<file path="config.mk">
export PLATFORM = sky130hd
export DESIGN_NAME = hall_angle_calibrate_slew_limit_flat
export DESIGN_NICKNAME = d
export VERILOG_FILES = /design/src/design/hacsl_pkg.sv /design/src/design/hacsl_if.sv /design/src/design/hacsl_seq.sv /design/src/design/hacsl_datapath.sv /design/src/design/hall_angle_calibrate_slew_limit.sv /design/src/flat_wrapper.sv
export SDC_FILE = /design/constraint.sdc
export NUM_CORES = 2
export LEC_CHECK = 0
export BUFFER_PORTS_ARGS = -buffer_cell sky130_fd_sc_hd__buf_2
export CAP_MARGIN = 20
export CELL_PAD_IN_SITES_DETAIL_PLACEMENT = 1
export CELL_PAD_IN_SITES_GLOBAL_PLACEMENT = 1
export CORE_UTILIZATION = 46
export CTS_CLUSTER_DIAMETER = 80
export DETAILED_ROUTE_END_ITERATION = 10
export PLACE_DENSITY_LB_ADDON = 0.1
export SYNTH_ARGS = -nofsm -noshare
export SYNTH_HDL_FRONTEND = slang
export SYNTH_SLANG_ARGS = --single-unit
</file>
<file path="constraint.sdc">
create_clock -name clk -period 13.05 [get_ports clk]
set_input_delay 1.305 -clock clk [delete_from_list [all_inputs] [get_ports clk]]
set_output_delay 1.305 -clock clk [all_outputs]
set_load 0.05 [all_outputs]
</file>
<file path="src/design/hacsl_pkg.sv">
// Package: shared constants, coefficient and reorder tables, microcode for the Hall angle block
`timescale 1ns / 1ps
package hacsl_pkg;

	localparam int CHANNELS_DEF  = 16;
	localparam int ADC_BITS_DEF  = 12;
	localparam int FRAC_BITS_DEF = 8;

	localparam int SLOT_W     = 4;
	localparam int ANGLE_W    = 24;
	localparam int LIMIT_W    = 16;
	localparam int CFG_IDX_W  = 4;
	localparam int CFG_DATA_W = 16;

	localparam int COEF_SHIFT = 32;
	localparam int MUL_A_W    = 21;
	localparam int T_W        = 40;
	localparam int T_SPLIT    = 20;
	localparam int ACC_W      = 64;
	localparam int B_W        = 33;
	localparam int DEG_LIMIT  = 10000;

	localparam logic signed [ANGLE_W-1:0] ANGLE_MAX = 24'sh7fffff;
	localparam logic signed [ANGLE_W-1:0] ANGLE_MIN = 24'sh800000;

	localparam logic [CFG_IDX_W-1:0] CFG_STEP_LIMIT = 4'd0;
	localparam logic [CFG_IDX_W-1:0] CFG_CAL_ENABLE = 4'd1;

	localparam int STEP_W = 3;
	localparam logic [STEP_W-1:0] STEP_WAIT  = 3'd0;
	localparam logic [STEP_W-1:0] STEP_MUL_A = 3'd1;
	localparam logic [STEP_W-1:0] STEP_T_LO  = 3'd2;
	localparam logic [STEP_W-1:0] STEP_T_HI  = 3'd3;
	localparam logic [STEP_W-1:0] STEP_ROUND = 3'd4;
	localparam logic [STEP_W-1:0] STEP_SLEW  = 3'd5;
	localparam logic [STEP_W-1:0] STEP_EMIT  = 3'd6;

	typedef enum logic [1:0] {
		MUL_NONE,
		MUL_COEF_A,
		MUL_T_LO,
		MUL_T_HI
	} mul_sel_t;

	typedef enum logic [1:0] {
		ACC_HOLD,
		ACC_LOAD_T,
		ACC_LOAD_C,
		ACC_ADD_HI
	} acc_op_t;

	typedef struct packed {
		mul_sel_t          mul;
		acc_op_t           acc;
		logic              wait_in;
		logic              jump_bad;
		logic              do_round;
		logic              do_slew;
		logic              do_emit;
		logic [STEP_W-1:0] nxt;
	} ctrl_word_t;

	typedef struct packed {
		ctrl_word_t cw;
		logic       accept;
		logic       emit_go;
	} seq_ctrl_t;

	typedef struct packed {
		logic slot_ok;
		logic out_busy;
	} dp_status_t;

	function automatic ctrl_word_t ucode(input logic [STEP_W-1:0] step);
		ctrl_word_t w;
		begin
			w = '{mul: MUL_NONE, acc: ACC_HOLD, wait_in: 1'b0, jump_bad: 1'b0,
				do_round: 1'b0, do_slew: 1'b0, do_emit: 1'b0, nxt: STEP_WAIT};
			unique case (step)
				STEP_WAIT: begin
					w.wait_in = 1'b1;
					w.nxt     = STEP_MUL_A;
				end
				STEP_MUL_A: begin
					w.mul      = MUL_COEF_A;
					w.acc      = ACC_LOAD_T;
					w.jump_bad = 1'b1;
					w.nxt      = STEP_T_LO;
				end
				STEP_T_LO: begin
					w.mul = MUL_T_LO;
					w.acc = ACC_LOAD_C;
					w.nxt = STEP_T_HI;
				end
				STEP_T_HI: begin
					w.mul = MUL_T_HI;
					w.acc = ACC_ADD_HI;
					w.nxt = STEP_ROUND;
				end
				STEP_ROUND: begin
					w.do_round = 1'b1;
					w.nxt      = STEP_SLEW;
				end
				STEP_SLEW: begin
					w.do_slew = 1'b1;
					w.nxt     = STEP_EMIT;
				end
				STEP_EMIT: begin
					w.do_emit = 1'b1;
					w.nxt     = STEP_WAIT;
				end
				default: begin
					w.nxt = STEP_WAIT;
				end
			endcase
			return w;
		end
	endfunction

	function automatic logic [SLOT_W-1:0] slot_of_channel(input logic [SLOT_W-1:0] ch);
		logic [SLOT_W-1:0] s;
		begin
			case (ch)
				4'd0:    s = 4'd14;
				4'd1:    s = 4'd12;
				4'd2:    s = 4'd13;
				4'd3:    s = 4'd15;
				4'd4:    s = 4'd10;
				4'd5:    s = 4'd11;
				4'd6:    s = 4'd9;
				4'd7:    s = 4'd7;
				4'd8:    s = 4'd8;
				4'd9:    s = 4'd6;
				4'd10:   s = 4'd4;
				4'd11:   s = 4'd5;
				4'd12:   s = 4'd3;
				4'd13:   s = 4'd2;
				4'd14:   s = 4'd1;
				default: s = 4'd0;
			endcase
			return s;
		end
	endfunction

	// set 0 .. 3 of the coefficient table; slot picks one
	function automatic logic [1:0] coef_set(input logic [SLOT_W-1:0] slot);
		logic [1:0] k;
		begin
			case (slot)
				4'd0, 4'd3, 4'd6, 4'd9, 4'd13: k = 2'd0;
				4'd1, 4'd4, 4'd7, 4'd10:       k = 2'd1;
				4'd12:                         k = 2'd3;
				4'd15:                         k = 2'd2;
				default:                       k = 2'd2;
			endcase
			return k;
		end
	endfunction

	function automatic logic signed [MUL_A_W-1:0] coef_a(input logic [SLOT_W-1:0] slot);
		logic signed [MUL_A_W-1:0] v;
		begin
			v = '0;
			case (coef_set(slot))
				2'd0: v = 21'sd805306;
				2'd1: v = -21'sd218290;
				2'd2: v = (slot == 4'd15) ? 21'sd167336 : 21'sd190642;
				2'd3: v = 21'sd208425;
				default: v = '0;
			endcase
			return v;
		end
	endfunction

	function automatic logic signed [B_W-1:0] coef_b(input logic [SLOT_W-1:0] slot);
		logic signed [ACC_W-1:0] v;
		begin
			v = '0;
			case (coef_set(slot))
				2'd0: v = -64'sd3865470566;
				2'd1: v = 64'sd1404175012;
				2'd2: v = (slot == 4'd15) ? -64'sd1159641170 : -64'sd1230285015;
				2'd3: v = -64'sd1365516867;
				default: v = '0;
			endcase
			return v[B_W-1:0];
		end
	endfunction

	function automatic logic signed [ACC_W-1:0] coef_c(input logic [SLOT_W-1:0] slot);
		logic signed [ACC_W-1:0] v;
		begin
			v = '0;
			case (coef_set(slot))
				2'd0: v = 64'sd4823785144320;
				2'd1: v = -64'sd1483942464201;
				2'd2: v = (slot == 4'd15) ? 64'sd1975238725792 : 64'sd1983929149486;
				2'd3: v = 64'sd2230305954334;
				default: v = '0;
			endcase
			return v;
		end
	endfunction

endpackage

</file>
<file path="src/design/hacsl_if.sv">
// Interfaces: sample, result and configuration channels
`timescale 1ns / 1ps
interface hacsl_in_if #(
	parameter int ADC_BITS = hacsl_pkg::ADC_BITS_DEF
);
	logic                          valid;
	logic                          ready;
	logic [hacsl_pkg::SLOT_W-1:0]  mux_channel;
	logic [ADC_BITS-1:0]           raw_sample;

	modport source (output valid, output mux_channel, output raw_sample, input ready);
	modport sink   (input valid, input mux_channel, input raw_sample, output ready);
endinterface

interface hacsl_out_if;
	logic                                valid;
	logic                                ready;
	logic [hacsl_pkg::SLOT_W-1:0]        joint_slot;
	logic signed [hacsl_pkg::ANGLE_W-1:0] joint_angle;
	logic                                was_limited;
	logic signed [hacsl_pkg::ANGLE_W-1:0] min_seen;
	logic signed [hacsl_pkg::ANGLE_W-1:0] max_seen;

	modport source (output valid, output joint_slot, output joint_angle, output was_limited,
		output min_seen, output max_seen, input ready);
	modport sink   (input valid, input joint_slot, input joint_angle, input was_limited,
		input min_seen, input max_seen, output ready);
endinterface

interface hacsl_cfg_if;
	logic                             valid;
	logic                             ready;
	logic [hacsl_pkg::CFG_IDX_W-1:0]  index;
	logic [hacsl_pkg::CFG_DATA_W-1:0] data;

	modport source (output valid, output index, output data, input ready);
	modport sink   (input valid, input index, input data, output ready);
endinterface

</file>
<file path="src/design/hacsl_seq.sv">
// Microcode sequencer: step counter, program table lookup, conditional jumps
`timescale 1ns / 1ps
module hacsl_seq (
	input  logic                  clk,
	input  logic                  arst_n,
	input  logic                  sample_valid,
	output logic                  sample_ready,
	input  hacsl_pkg::dp_status_t status,
	output hacsl_pkg::seq_ctrl_t  ctrl
);
	import hacsl_pkg::*;

	logic [STEP_W-1:0] step_q;
	logic [STEP_W-1:0] step_d;
	ctrl_word_t        cw;

	always_comb begin
		cw           = ucode(step_q);
		sample_ready = cw.wait_in;
		ctrl.cw      = cw;
		ctrl.accept  = sample_valid & cw.wait_in;
		ctrl.emit_go = cw.do_emit & ~status.out_busy;
		step_d       = cw.nxt;
		if (cw.wait_in && !sample_valid) begin
			step_d = step_q;
		end else if (cw.jump_bad && !status.slot_ok) begin
			step_d = STEP_EMIT;
		end else if (cw.do_emit && status.out_busy) begin
			step_d = step_q;
		end
	end

	always_ff @(posedge clk or negedge arst_n) begin
		if (!arst_n) begin
			step_q <= STEP_WAIT;
		end else begin
			step_q <= step_d;
		end
	end

endmodule

</file>
<file path="src/design/hacsl_datapath.sv">
// Datapath: shared multiplier, accumulator, rounding, slew limit, per-slot state, result register
`timescale 1ns / 1ps
module hacsl_datapath #(
	parameter int CHANNELS  = hacsl_pkg::CHANNELS_DEF,
	parameter int ADC_BITS  = hacsl_pkg::ADC_BITS_DEF,
	parameter int FRAC_BITS = hacsl_pkg::FRAC_BITS_DEF
) (
	input  logic                            clk,
	input  logic                            arst_n,
	input  hacsl_pkg::seq_ctrl_t            ctrl,
	output hacsl_pkg::dp_status_t           status,
	input  logic [hacsl_pkg::SLOT_W-1:0]    mux_channel,
	input  logic [ADC_BITS-1:0]             raw_sample,
	input  logic [hacsl_pkg::LIMIT_W-1:0]   step_limit,
	input  logic                            cal_enable,
	hacsl_out_if.source                     result
);
	import hacsl_pkg::*;

	localparam int IDX_W  = (CHANNELS > 1) ? $clog2(CHANNELS) : 1;
	localparam int X_W    = ADC_BITS + 1;
	localparam int PROD_W = MUL_A_W + X_W;
	localparam int RND_S  = COEF_SHIFT - FRAC_BITS;
	localparam int DIFF_W = ANGLE_W + 2;
	localparam longint LO_RST_L = longint'(DEG_LIMIT) * (longint'(1) << FRAC_BITS);
	localparam logic signed [ANGLE_W-1:0] LO_RST =
		(LO_RST_L > longint'(8388607)) ? ANGLE_MAX : ANGLE_W'(LO_RST_L);
	localparam logic signed [ANGLE_W-1:0] HI_RST =
		(-LO_RST_L < longint'(-8388608)) ? ANGLE_MIN : ANGLE_W'(-LO_RST_L);
	localparam logic signed [ACC_W-1:0] RND_HALF = ACC_W'(64'sd1 <<< (RND_S - 1));

	logic [SLOT_W-1:0]                slot_q;
	logic [ADC_BITS-1:0]              x_q;
	logic                             slot_ok_q;
	logic signed [T_W-1:0]            t_q;
	logic signed [ACC_W-1:0]          acc_q;
	logic signed [ANGLE_W-1:0]        angle_q;
	logic signed [ANGLE_W-1:0]        new_held_q;
	logic                             limited_q;
	logic signed [ANGLE_W-1:0]        held_q [CHANNELS];
	logic signed [ANGLE_W-1:0]        lo_q [CHANNELS];
	logic signed [ANGLE_W-1:0]        hi_q [CHANNELS];
	logic                             out_valid_q;
	logic [SLOT_W-1:0]                out_slot_q;
	logic signed [ANGLE_W-1:0]        out_angle_q;
	logic                             out_limited_q;
	logic signed [ANGLE_W-1:0]        out_min_q;
	logic signed [ANGLE_W-1:0]        out_max_q;

	logic [SLOT_W-1:0]                slot_in;
	logic [IDX_W-1:0]                 idx;
	logic signed [MUL_A_W-1:0]        mul_a;
	logic signed [X_W-1:0]            mul_b;
	logic signed [PROD_W-1:0]         prod;
	logic signed [T_W-1:0]            prod_t;
	logic signed [ACC_W-1:0]          prod_acc;
	logic signed [B_W-1:0]            b_coef;
	logic signed [T_W-1:0]            b_t;
	logic signed [ACC_W-1:0]          rnd;
	logic signed [ACC_W-1:0]          shifted;
	logic signed [ANGLE_W-1:0]        angle_sat;
	logic signed [ANGLE_W-1:0]        held_cur;
	logic signed [DIFF_W-1:0]         diff;
	logic [DIFF_W-1:0]                mag;
	logic [DIFF_W-1:0]                lim;
	logic                             limited;
	logic signed [DIFF_W-1:0]         held_step;
	logic signed [ANGLE_W-1:0]        held_next;
	logic                             lo_wr;
	logic                             hi_wr;
	logic signed [ANGLE_W-1:0]        lo_next;
	logic signed [ANGLE_W-1:0]        hi_next;

	assign slot_in = slot_of_channel(mux_channel);
	assign idx     = slot_q[IDX_W-1:0];

	always_comb begin
		case (ctrl.cw.mul)
			MUL_COEF_A: mul_a = coef_a(slot_q);
			MUL_T_LO:   mul_a = $signed({1'b0, t_q[T_SPLIT-1:0]});
			MUL_T_HI:   mul_a = $signed({t_q[T_W-1], t_q[T_W-1:T_SPLIT]});
			default:    mul_a = '0;
		endcase
		mul_b    = $signed({1'b0, x_q});
		prod     = mul_a * mul_b;
		prod_t   = {{(T_W - PROD_W){prod[PROD_W-1]}}, prod};
		prod_acc = {{(ACC_W - PROD_W){prod[PROD_W-1]}}, prod};
		b_coef   = coef_b(slot_q);
		b_t      = {{(T_W - B_W){b_coef[B_W-1]}}, b_coef};
	end

	always_comb begin
		rnd     = acc_q + RND_HALF;
		shifted = rnd >>> RND_S;
		if (shifted > ACC_W'(ANGLE_MAX)) begin
			angle_sat = ANGLE_MAX;
		end else if (shifted < ACC_W'(ANGLE_MIN)) begin
			angle_sat = ANGLE_MIN;
		end else begin
			angle_sat = shifted[ANGLE_W-1:0];
		end
	end

	always_comb begin
		held_cur  = held_q[idx];
		diff      = DIFF_W'(angle_q) - DIFF_W'(held_cur);
		mag       = diff[DIFF_W-1] ? DIFF_W'(-diff) : DIFF_W'(diff);
		lim       = DIFF_W'(step_limit);
		limited   = (mag >= lim);
		held_step = diff[DIFF_W-1] ? (DIFF_W'(held_cur) - $signed(lim))
			: (DIFF_W'(held_cur) + $signed(lim));
		held_next = limited ? held_step[ANGLE_W-1:0] : angle_q;
	end

	always_comb begin
		lo_wr   = cal_enable && (new_held_q < lo_q[idx]);
		hi_wr   = cal_enable && !lo_wr && (new_held_q > hi_q[idx]);
		lo_next = lo_wr ? new_held_q : lo_q[idx];
		hi_next = hi_wr ? new_held_q : hi_q[idx];
	end

	always_ff @(posedge clk) begin
		if (ctrl.accept) begin
			slot_q    <= slot_in;
			x_q       <= raw_sample;
			slot_ok_q <= ({1'b0, slot_in} < (SLOT_W + 1)'(CHANNELS));
		end
		case (ctrl.cw.acc)
			ACC_LOAD_T: t_q   <= prod_t + b_t;
			ACC_LOAD_C: acc_q <= prod_acc + coef_c(slot_q);
			ACC_ADD_HI: acc_q <= acc_q + (prod_acc <<< T_SPLIT);
			default: ;
		endcase
		if (ctrl.cw.do_round) begin
			angle_q <= angle_sat;
		end
		if (ctrl.cw.do_slew) begin
			new_held_q <= held_next;
			limited_q  <= limited;
		end
		if (ctrl.emit_go) begin
			out_slot_q <= slot_q;
			if (slot_ok_q) begin
				out_angle_q   <= new_held_q;
				out_limited_q <= limited_q;
				out_min_q     <= lo_next;
				out_max_q     <= hi_next;
			end else begin
				out_angle_q   <= '0;
				out_limited_q <= 1'b0;
				out_min_q     <= '0;
				out_max_q     <= '0;
			end
		end
	end

	always_ff @(posedge clk or negedge arst_n) begin
		if (!arst_n) begin
			for (int i = 0; i < CHANNELS; i++) begin
				held_q[i] <= '0;
				lo_q[i]   <= LO_RST;
				hi_q[i]   <= HI_RST;
			end
		end else begin
			if (ctrl.cw.do_slew && slot_ok_q) begin
				held_q[idx] <= held_next;
			end
			if (ctrl.emit_go && slot_ok_q) begin
				lo_q[idx] <= lo_next;
				hi_q[idx] <= hi_next;
			end
		end
	end

	always_ff @(posedge clk or negedge arst_n) begin
		if (!arst_n) begin
			out_valid_q <= 1'b0;
		end else if (ctrl.emit_go) begin
			out_valid_q <= 1'b1;
		end else if (result.ready) begin
			out_valid_q <= 1'b0;
		end
	end

	assign status.slot_ok  = slot_ok_q;
	assign status.out_busy = out_valid_q & ~result.ready;

	assign result.valid       = out_valid_q;
	assign result.joint_slot  = out_slot_q;
	assign result.joint_angle = out_angle_q;
	assign result.was_limited = out_limited_q;
	assign result.min_seen    = out_min_q;
	assign result.max_seen    = out_max_q;

endmodule

</file>
<file path="src/design/hall_angle_calibrate_slew_limit.sv">
// Top level: Hall sensor angle calibration with per-slot slew limit and min/max tracking
//
//  channel  role    word                                          accepted when
//  sample   sink    mux_channel, raw_sample                       valid && ready
//  result   source  joint_slot, joint_angle, was_limited,         valid && ready
//                   min_seen, max_seen
//  cfg      sink    index (0 step_limit, 1 calibrate_enable), data valid && ready
//
// Each word runs one wait step, three multiply steps on the shared 21 x 13 multiplier, then round,
// slew and result steps; a slot of CHANNELS or more skips from the first multiply to the result step.
// The next sample is taken while the previous result waits in the output register; the result
// step holds only while that register is full and not being read.
// Reset clears the step counter, result valid and per-slot state at once; no clearing pass.
`timescale 1ns / 1ps
module hall_angle_calibrate_slew_limit #(
	parameter int CHANNELS  = hacsl_pkg::CHANNELS_DEF,
	parameter int ADC_BITS  = hacsl_pkg::ADC_BITS_DEF,
	parameter int FRAC_BITS = hacsl_pkg::FRAC_BITS_DEF
) (
	input  logic         clk,
	input  logic         arst_n,
	hacsl_in_if.sink     sample,
	hacsl_out_if.source  result,
	hacsl_cfg_if.sink    cfg
);
	import hacsl_pkg::*;

	logic [LIMIT_W-1:0] step_limit_q;
	logic               cal_enable_q;
	seq_ctrl_t          ctrl;
	dp_status_t         status;

	assign cfg.ready = 1'b1;

	always_ff @(posedge clk or negedge arst_n) begin
		if (!arst_n) begin
			step_limit_q <= 16'd2304;
			cal_enable_q <= 1'b0;
		end else if (cfg.valid) begin
			unique case (cfg.index)
				CFG_STEP_LIMIT: step_limit_q <= cfg.data[LIMIT_W-1:0];
				CFG_CAL_ENABLE: cal_enable_q <= cfg.data[0];
				default: ;
			endcase
		end
	end

	hacsl_seq u_seq (
		.clk          (clk),
		.arst_n       (arst_n),
		.sample_valid (sample.valid),
		.sample_ready (sample.ready),
		.status       (status),
		.ctrl         (ctrl)
	);

	hacsl_datapath #(
		.CHANNELS  (CHANNELS),
		.ADC_BITS  (ADC_BITS),
		.FRAC_BITS (FRAC_BITS)
	) u_datapath (
		.clk         (clk),
		.arst_n      (arst_n),
		.ctrl        (ctrl),
		.status      (status),
		.mux_channel (sample.mux_channel),
		.raw_sample  (sample.raw_sample),
		.step_limit  (step_limit_q),
		.cal_enable  (cal_enable_q),
		.result      (result)
	);

endmodule
</file>
<file path="src/flat_wrapper.sv">
// flat-port wrapper written by rule: the top's interface ports become plain ports
module hall_angle_calibrate_slew_limit_flat import hacsl_pkg::*;
#(
	parameter int CHANNELS  = hacsl_pkg::CHANNELS_DEF,
	parameter int ADC_BITS  = hacsl_pkg::ADC_BITS_DEF,
	parameter int FRAC_BITS = hacsl_pkg::FRAC_BITS_DEF
)
  (clk, arst_n, sample_valid, sample_mux_channel, sample_raw_sample, sample_ready, result_valid, result_joint_slot, result_joint_angle, result_was_limited, result_min_seen, result_max_seen, result_ready, cfg_valid, cfg_index, cfg_data, cfg_ready);
  hacsl_in_if #(.ADC_BITS(ADC_BITS)) sample_i ();
  hacsl_out_if result_i ();
  hacsl_cfg_if cfg_i ();
  input  logic clk;
  input  logic arst_n;
  input wire logic [$bits(sample_i.valid)-1:0] sample_valid;
  input wire logic [$bits(sample_i.mux_channel)-1:0] sample_mux_channel;
  input wire logic [$bits(sample_i.raw_sample)-1:0] sample_raw_sample;
  output wire logic [$bits(sample_i.ready)-1:0] sample_ready;
  output wire logic [$bits(result_i.valid)-1:0] result_valid;
  output wire logic [$bits(result_i.joint_slot)-1:0] result_joint_slot;
  output wire logic [$bits(result_i.joint_angle)-1:0] result_joint_angle;
  output wire logic [$bits(result_i.was_limited)-1:0] result_was_limited;
  output wire logic [$bits(result_i.min_seen)-1:0] result_min_seen;
  output wire logic [$bits(result_i.max_seen)-1:0] result_max_seen;
  input wire logic [$bits(result_i.ready)-1:0] result_ready;
  input wire logic [$bits(cfg_i.valid)-1:0] cfg_valid;
  input wire logic [$bits(cfg_i.index)-1:0] cfg_index;
  input wire logic [$bits(cfg_i.data)-1:0] cfg_data;
  output wire logic [$bits(cfg_i.ready)-1:0] cfg_ready;
  assign sample_i.valid = sample_valid;
  assign sample_i.mux_channel = sample_mux_channel;
  assign sample_i.raw_sample = sample_raw_sample;
  assign sample_ready = sample_i.ready;
  assign result_valid = result_i.valid;
  assign result_joint_slot = result_i.joint_slot;
  assign result_joint_angle = result_i.joint_angle;
  assign result_was_limited = result_i.was_limited;
  assign result_min_seen = result_i.min_seen;
  assign result_max_seen = result_i.max_seen;
  assign result_i.ready = result_ready;
  assign cfg_i.valid = cfg_valid;
  assign cfg_i.index = cfg_index;
  assign cfg_i.data = cfg_data;
  assign cfg_ready = cfg_i.ready;
  hall_angle_calibrate_slew_limit #(.CHANNELS(CHANNELS), .ADC_BITS(ADC_BITS), .FRAC_BITS(FRAC_BITS)) u_core (.clk(clk), .arst_n(arst_n), .sample(sample_i), .result(result_i), .cfg(cfg_i));
endmodule
</file>
Word-level counts from Yosys, hierarchy flattened:

Memory sizes are Yosys's and may differ from the RTL's. A register that Yosys moved wholly into a read port is not among the register bits.
Cells that the tools add are included.

* bits in read-only memories: 160
* register bits: 1415
* input bits: 41
* output and inout bits: 80
* memories: 4

* bitwise operators: 8
* mux-type cells: 40
* multipliers: 1
* reductions and logical operators: 18
* $add $sub $neg: 8
* eq/ne operators: 23
* magnitude comparators: 7

Memory list
* (name not given): words 16, width 4, read ports 1, clocked after memory_dff 1, write ports 0, line hacsl_pkg.sv:123 `case (ch)`
* (name not given): words 16, width 2, read ports 1, clocked after memory_dff 0, write ports 0, line hacsl_pkg.sv:149 `case (slot)`
* (name not given): words 16, width 2, read ports 1, clocked after memory_dff 0, write ports 0, line hacsl_pkg.sv:149
* (name not given): words 16, width 2, read ports 1, clocked after memory_dff 0, write ports 0, line hacsl_pkg.sv:149

Operator list (count)
* bitwise mux 384 bit: 3
* binary-select mux 24 bit (select 4 bit): 3
* two-way mux 24 bit: 12
* case mux 64 bit (4 select lines): 1
* case mux 33 bit (4 select lines): 1
* case mux 64 bit (2 select lines): 1
* demux 24 bit (select 4 bit): 1
* case mux 21 bit (4 select lines): 1
* adder 34 x 64 -> 64 bit: 1
* adder 64 x 25 -> 64 bit (second input constant): 1
* adder 64 x 54 -> 64 bit: 1
* two-way mux 64 bit: 1
* case mux 21 bit (3 select lines): 1
* > comparator 40 x 24 -> 1 bit (second input constant): 1
* < comparator 40 x 24 -> 1 bit (second input constant): 1
* adder 34 x 33 -> 35 bit: 1
* two-way mux 35 bit: 1
* multiplier 21 x 13 -> 34 bit: 1
* two-way mux 28 bit: 1
* greater-or-equal comparator 26 x 16 -> 1 bit: 1
* two-way mux 26 bit: 1
* negator 25 -> 26 bit: 1
* subtractor 24 x 24 -> 25 bit: 1
* adder 24 x 17 -> 24 bit: 1
* 28 further kinds: 66

Logic depth before layout (Yosys ltp):

* depth after elaboration: 11
* depth in mapped cells: 53
* mapped depth without buffers: 47

By module:

Synthesis repeated with hierarchy kept, for this count alone.

* cells, all modules: 8806
* area total of the unflattened synthesis: 85695.9 um^2

By module, submodules not included
* hacsl_datapath: cells each 8734, sequential area each 35749.3 um^2, area each 84763.8 um^2, instances 1
* hall_angle_calibrate_slew_limit: cells each 40, sequential area each 427.9 um^2, area each 686.9 um^2, instances 1
* hacsl_seq: cells each 32, sequential area each 75.1 um^2, area each 245.2 um^2, instances 1

Worst setup path after synthesis:

No wires, ideal clock.

* path kind: register -> register
* from: register u_core.u_datapath.slot_q[0] (netlist: u_core.u_datapath.idx[0])
* to: register u_core.u_datapath.acc_q[63], data pin
* stages on the path, launching flop included: 50
* library setup time: 0.267 ns
* clock period less this slack: 13.730 ns
* slack: -0.680 ns
* data required time: 12.783 ns
* buffers on the path: 7
* data arrival time: 13.463 ns
* path through: edfxtp_1 > clkbuf_1 > clkbuf_1 > buf_1 > clkbuf_1 > buf_1 > inv_1 > ha_1 > clkbuf_1 > mux4_2 > inv_1 > ha_1 > inv_1 > o31ai_1 > o21ai_0 > o21ai_0 > clkbuf_1 > nand2_1 > (+14 left out) > a21oi_1 > o41ai_1 > o2111ai_1 > o211ai_1 > xnor2_1 > ha_1 > a21oi_1 > nor2b_1 > o21ai_0 > nand2b_1 > a21o_1 > a21o_1 > or3_1 > a41oi_1 > o31ai_1 > xor2_1 > xnor2_1 > o21ai_0

* longest elaborated chain between the ends: 8
* elaborated cells on any way between the ends: 23

RTL lines
* start, declared: line hacsl_datapath.sv:32 `logic [SLOT_W-1:0] slot_q;`
* memory read (16 x 2 bit)
* two-way mux 2 bit: line hacsl_datapath.sv:78 `case (ctrl.cw.mul)`
* == test 2 bit, or another cell as far along: line hacsl_pkg.sv:164 `case (coef_set(slot))`
* case mux 21 bit (4 select lines): line hacsl_pkg.sv:164
* case mux 21 bit (3 select lines): line hacsl_datapath.sv:78
* multiplier 21 x 13 -> 34 bit: line hacsl_datapath.sv:85 `prod = mul_a * mul_b;`
* adder 64 x 54 -> 64 bit / adder 34 x 64 -> 64 bit (equally long branches): line hacsl_datapath.sv:131, hacsl_datapath.sv:130
* case mux 64 bit (2 select lines) *: line hacsl_datapath.sv:128 `case (ctrl.cw.acc)`
* end signal, assigned: line hacsl_datapath.sv:130 `ACC_LOAD_C: acc_q <= prod_acc + coef_c(slot_q);`
* end signal, assigned: line hacsl_datapath.sv:131 `ACC_ADD_HI: acc_q <= acc_q + (prod_acc <<< T_SPLIT);`
* end, declared: line hacsl_datapath.sv:36 `logic signed [ACC_W-1:0] acc_q;`

Mark *: on every way between the ends. The rest lies on a longest branch, timed or not. The select of a mux whose other input is x is not followed.
A chain may end at the register's enable or synchronous reset.

Final worst setup path:

* from: register u_core.u_datapath.slot_q[1] (netlist: u_core.u_datapath.idx[1])
* to: register u_core.u_datapath.acc_q[40], data pin

The elaborated chain is that of the path after synthesis.

==> impl_metrics.toml <==
[outcome]
outcome = "finished, final reports clean"

[sta]
post-route-period-util_pct = 95.66
rsz0062_at_grt = "false"
finClkSkew_ps = 55.13
fin_tns_setup_ps = 0
min_period_ps = 12480
drv_slew = 0
tightest_slew_ps = 1141
max_freq_ghz = 0.08010
maxSlewHeadroom_pct = 23.92
setup-violations-final = 0
hold_violations = 0

[critical_path]
crit_path_max_fanout = 16
cp-end-kind = "flip-flop"
start_kind = "flip-flop"
worstPathRequired_ps = 13700
crit_arrival_ps = 13130
critPathMaxStageDelay_ps = 680
crit_slowest_cell = "mux4_2"
crit_type = "reg -> reg"

[synth]
ys_seq_area_share_pct = 45.67
synth_edf_count = 221
synth.yosys.warnings = 0
syn_avg_cell_area_sq_um = 10.40
syn_inst = 7632
syn-cell-area_sq_um = 79370
ys.flop_type = "dfrtp_1"
ys_seq_elements = 1394
async_reset_ff_share_pct = 84.15
synth_nets = 8226
synth_cell_types = 84

[global_route]
grt_pass1_wl_um = 384300
grt_max_degree = 201
grt_pass1_vias = 62730
grt_use_total_pct = 28.74
antenna_found_initial = 4
overflow = 0

[floorplanning]
core_area_sq_um = 171500
rows = 152
ios = 121
start_util_pct = 46.27
die_area_sq_um = 174200
die_h_um = 417.4
fp.dieW_um = 417.4

[route]
drt-pass1-iter-count = 5
drtIter0Drc = 4012
via_per_inst = 5.778
vias = 58060
postRouteAntennaNets = 0
drc = 0
routedWlPerCell_um = 24.49
routed_wl_um = 246100

[clocking]
clockBufferDepth = 3
cts_buffers = 161
cts-htree-levels = 4
cts.sinks = 1394
clk_pin_slew_worst_paths_ps = 60
cts_tree = "built"
clockRootBuffer = "clkbuf_16"
clock_latency_ps = 810

[layout]
final_nets = 8194
regArea_sq_um = 36250
syn_to_final_growth_pct = 10.92
drive_gt1_share_pct = 15.96
fill_cells = 18550
antenna_cells = 0
multiInputGateArea_sq_um = 39450

[place]
gp_congestion = 0.9349
dp_hpwl_um = 160500
io_buffers = 119

[worst_hold_path]
hold_path.class = "reg -> reg"

[flow_run]
drv_cap = 0
==> worst paths after layout <==
| path | endpoint | start | depth (start not counted) | slack (ps) |
|---|---|---|---|---|
| setup / recovery | u_core.u_datapath.acc_q[40] | u_core.u_datapath.idx[1] | 44 | 570 |
| setup reg to reg | u_core.u_datapath.acc_q[40] | u_core.u_datapath.idx[1] | 44 | 570 |
| min in group asynchronous | u_core.u_datapath.hi_q[322] | arst_n | 1 | 520 |
| hold reg to reg | u_core.u_datapath.result.was_limited | u_core.u_datapath.limited_q | 0 | 430 |
| hold / removal | u_core.u_datapath.result.was_limited | u_core.u_datapath.limited_q | 0 | 430 |
| max in group asynchronous | u_core.u_datapath.lo_q[44] | arst_n | 4 | 9510 |
==> metal layers <==
layer | GRT usage (%) | part of all wire (%)
met1 | 40.50 | 46
met2 | 46.73 | 47
met3 | 3.686 | 4.1
met4 | 8.257 | 2.8
met5 | 0 | 0.0053
==> metrics by stage <==
step                      std cells  setup slack [ps]  utilization (%)  area, sq um  hold WS (ps)
final                         10050             566.1            51.32        88040         434.2
after global routing          10050             62.62            51.32        88040         444.8
after detailed placement       9742             505.9            48.18        82660         423.2
after global placement         9730             660.0            48.13        82570         407.9
after CTS                     10040             414.7            51.30        88000         437.9
after floorplan                7632             228.3                -        79390         400.3
==> registers in the layout, summed over array words and instances (netlist names) <==
register / flops
u_core.u_datapath.acc_q: 44
u_core.u_datapath.result.min_seen: 24
u_core.u_datapath.result.joint_slot: 4
u_core.cal_enable_q: 1
u_core.u_datapath.result.joint_angle: 24
u_core.u_datapath.limited_q: 1
u_core.u_datapath.new_held_q: 24
u_core.step_limit_q: 16
u_core.u_datapath.held_q: 384
u_core.u_datapath.result.was_limited: 1
u_core.u_datapath.result.max_seen: 24
u_core.u_seq.step_q: 3
u_core.u_datapath.t_q: 35
u_core.u_datapath.hi_q: 384
u_core.u_datapath.idx: 4
u_core.u_datapath.lo_q: 384
u_core.u_datapath.angle_q: 24
u_core.u_datapath.result.valid: 1
u_core.u_datapath.x_q: 12
==> area by class of cell <==
type,instances,share of cell area [%]
inverters,539,2.304
clock buffers,230,5.240
flip-flops and latches,1394,41.18
multi-input cells,5200,44.80
well taps,2310,3.283
clock inverters,72,0.8314
repair buffers,304,2.362
==> cells by family after synthesis <==
logic type	synth area share (%)
AOI/OAI and AO/OA	12.99
adders and majority gates	10.91
DFF	45.67
muxes	11.74
buffers and inverters	4.942
other	0.004725
and+or+nand+nor	11.42
xor gates and xnor gates	2.317
==> cell usage after synthesis (all sizes together) (10+ instances only) <==
master	count	area (sq um)
mux2i	83	830.8
o211ai	12	90.09
a211oi	29	217.7
buf	42	183.9
o21ai	1320	6606
nand2	1477	5544
nand4	34	212.7
fa	232	4644
clkbuf	457	1715
mux2	26	292.8
o31ai	21	162.6
edfxtp	221	6636
ha	321	4016
mux4	364	8198
and3	29	186.4
or3	17	106.4
nor2	157	589.3
a31oi	17	106.4
nor4	19	133.9
dfstp	210	5518
xnor2	136	1191
nor2b	37	231.5
a211o	10	87.58
inv	539	2023
a21oi	189	945.9
xor2	74	648.1
or2	12	75.08
a21o	94	705.7
nand2b	32	200.2
o21a	36	270.3
nor3	49	245.2
dfrtp	963	24100
and4	10	87.58
o21bai	21	157.7
and2	144	900.9
nand3	65	325.3
==> timing repair <==
| action | 4_1_cts | 5_1_grt |
|---|---|---|
| buffers inserted | 0 | 1 |
| endpoints found under the setup margin | 0 | 18 |
| hold buffers | 0 | 0 |
| resized for setup | 0 | 1 |
==> layout by cell type (no fill, tap or decap), drive strengths merged, types with 221 or more instances in the layout <==
cell and n:
nand2 1477, o21ai 1320, dfrtp 963, inv 551, mux4 364, ha 321
buf 304, fa 232, clkbuf 230, edfxtp 221
==> worst max-delay path, delay by kind of cell (launching register included) <==
kind            cells  cell delay, ps
mux                 1             680
fa+ha+maj           9            4050
flops               1             440
buf+inv             7             860
simple gates       10            2410
xor+xnor            1             550
compound gates     16            3340
Power is left out: the tool's default activity adds up to more than one toggle a clock period on the data nets, which glitch-free logic cannot reach.
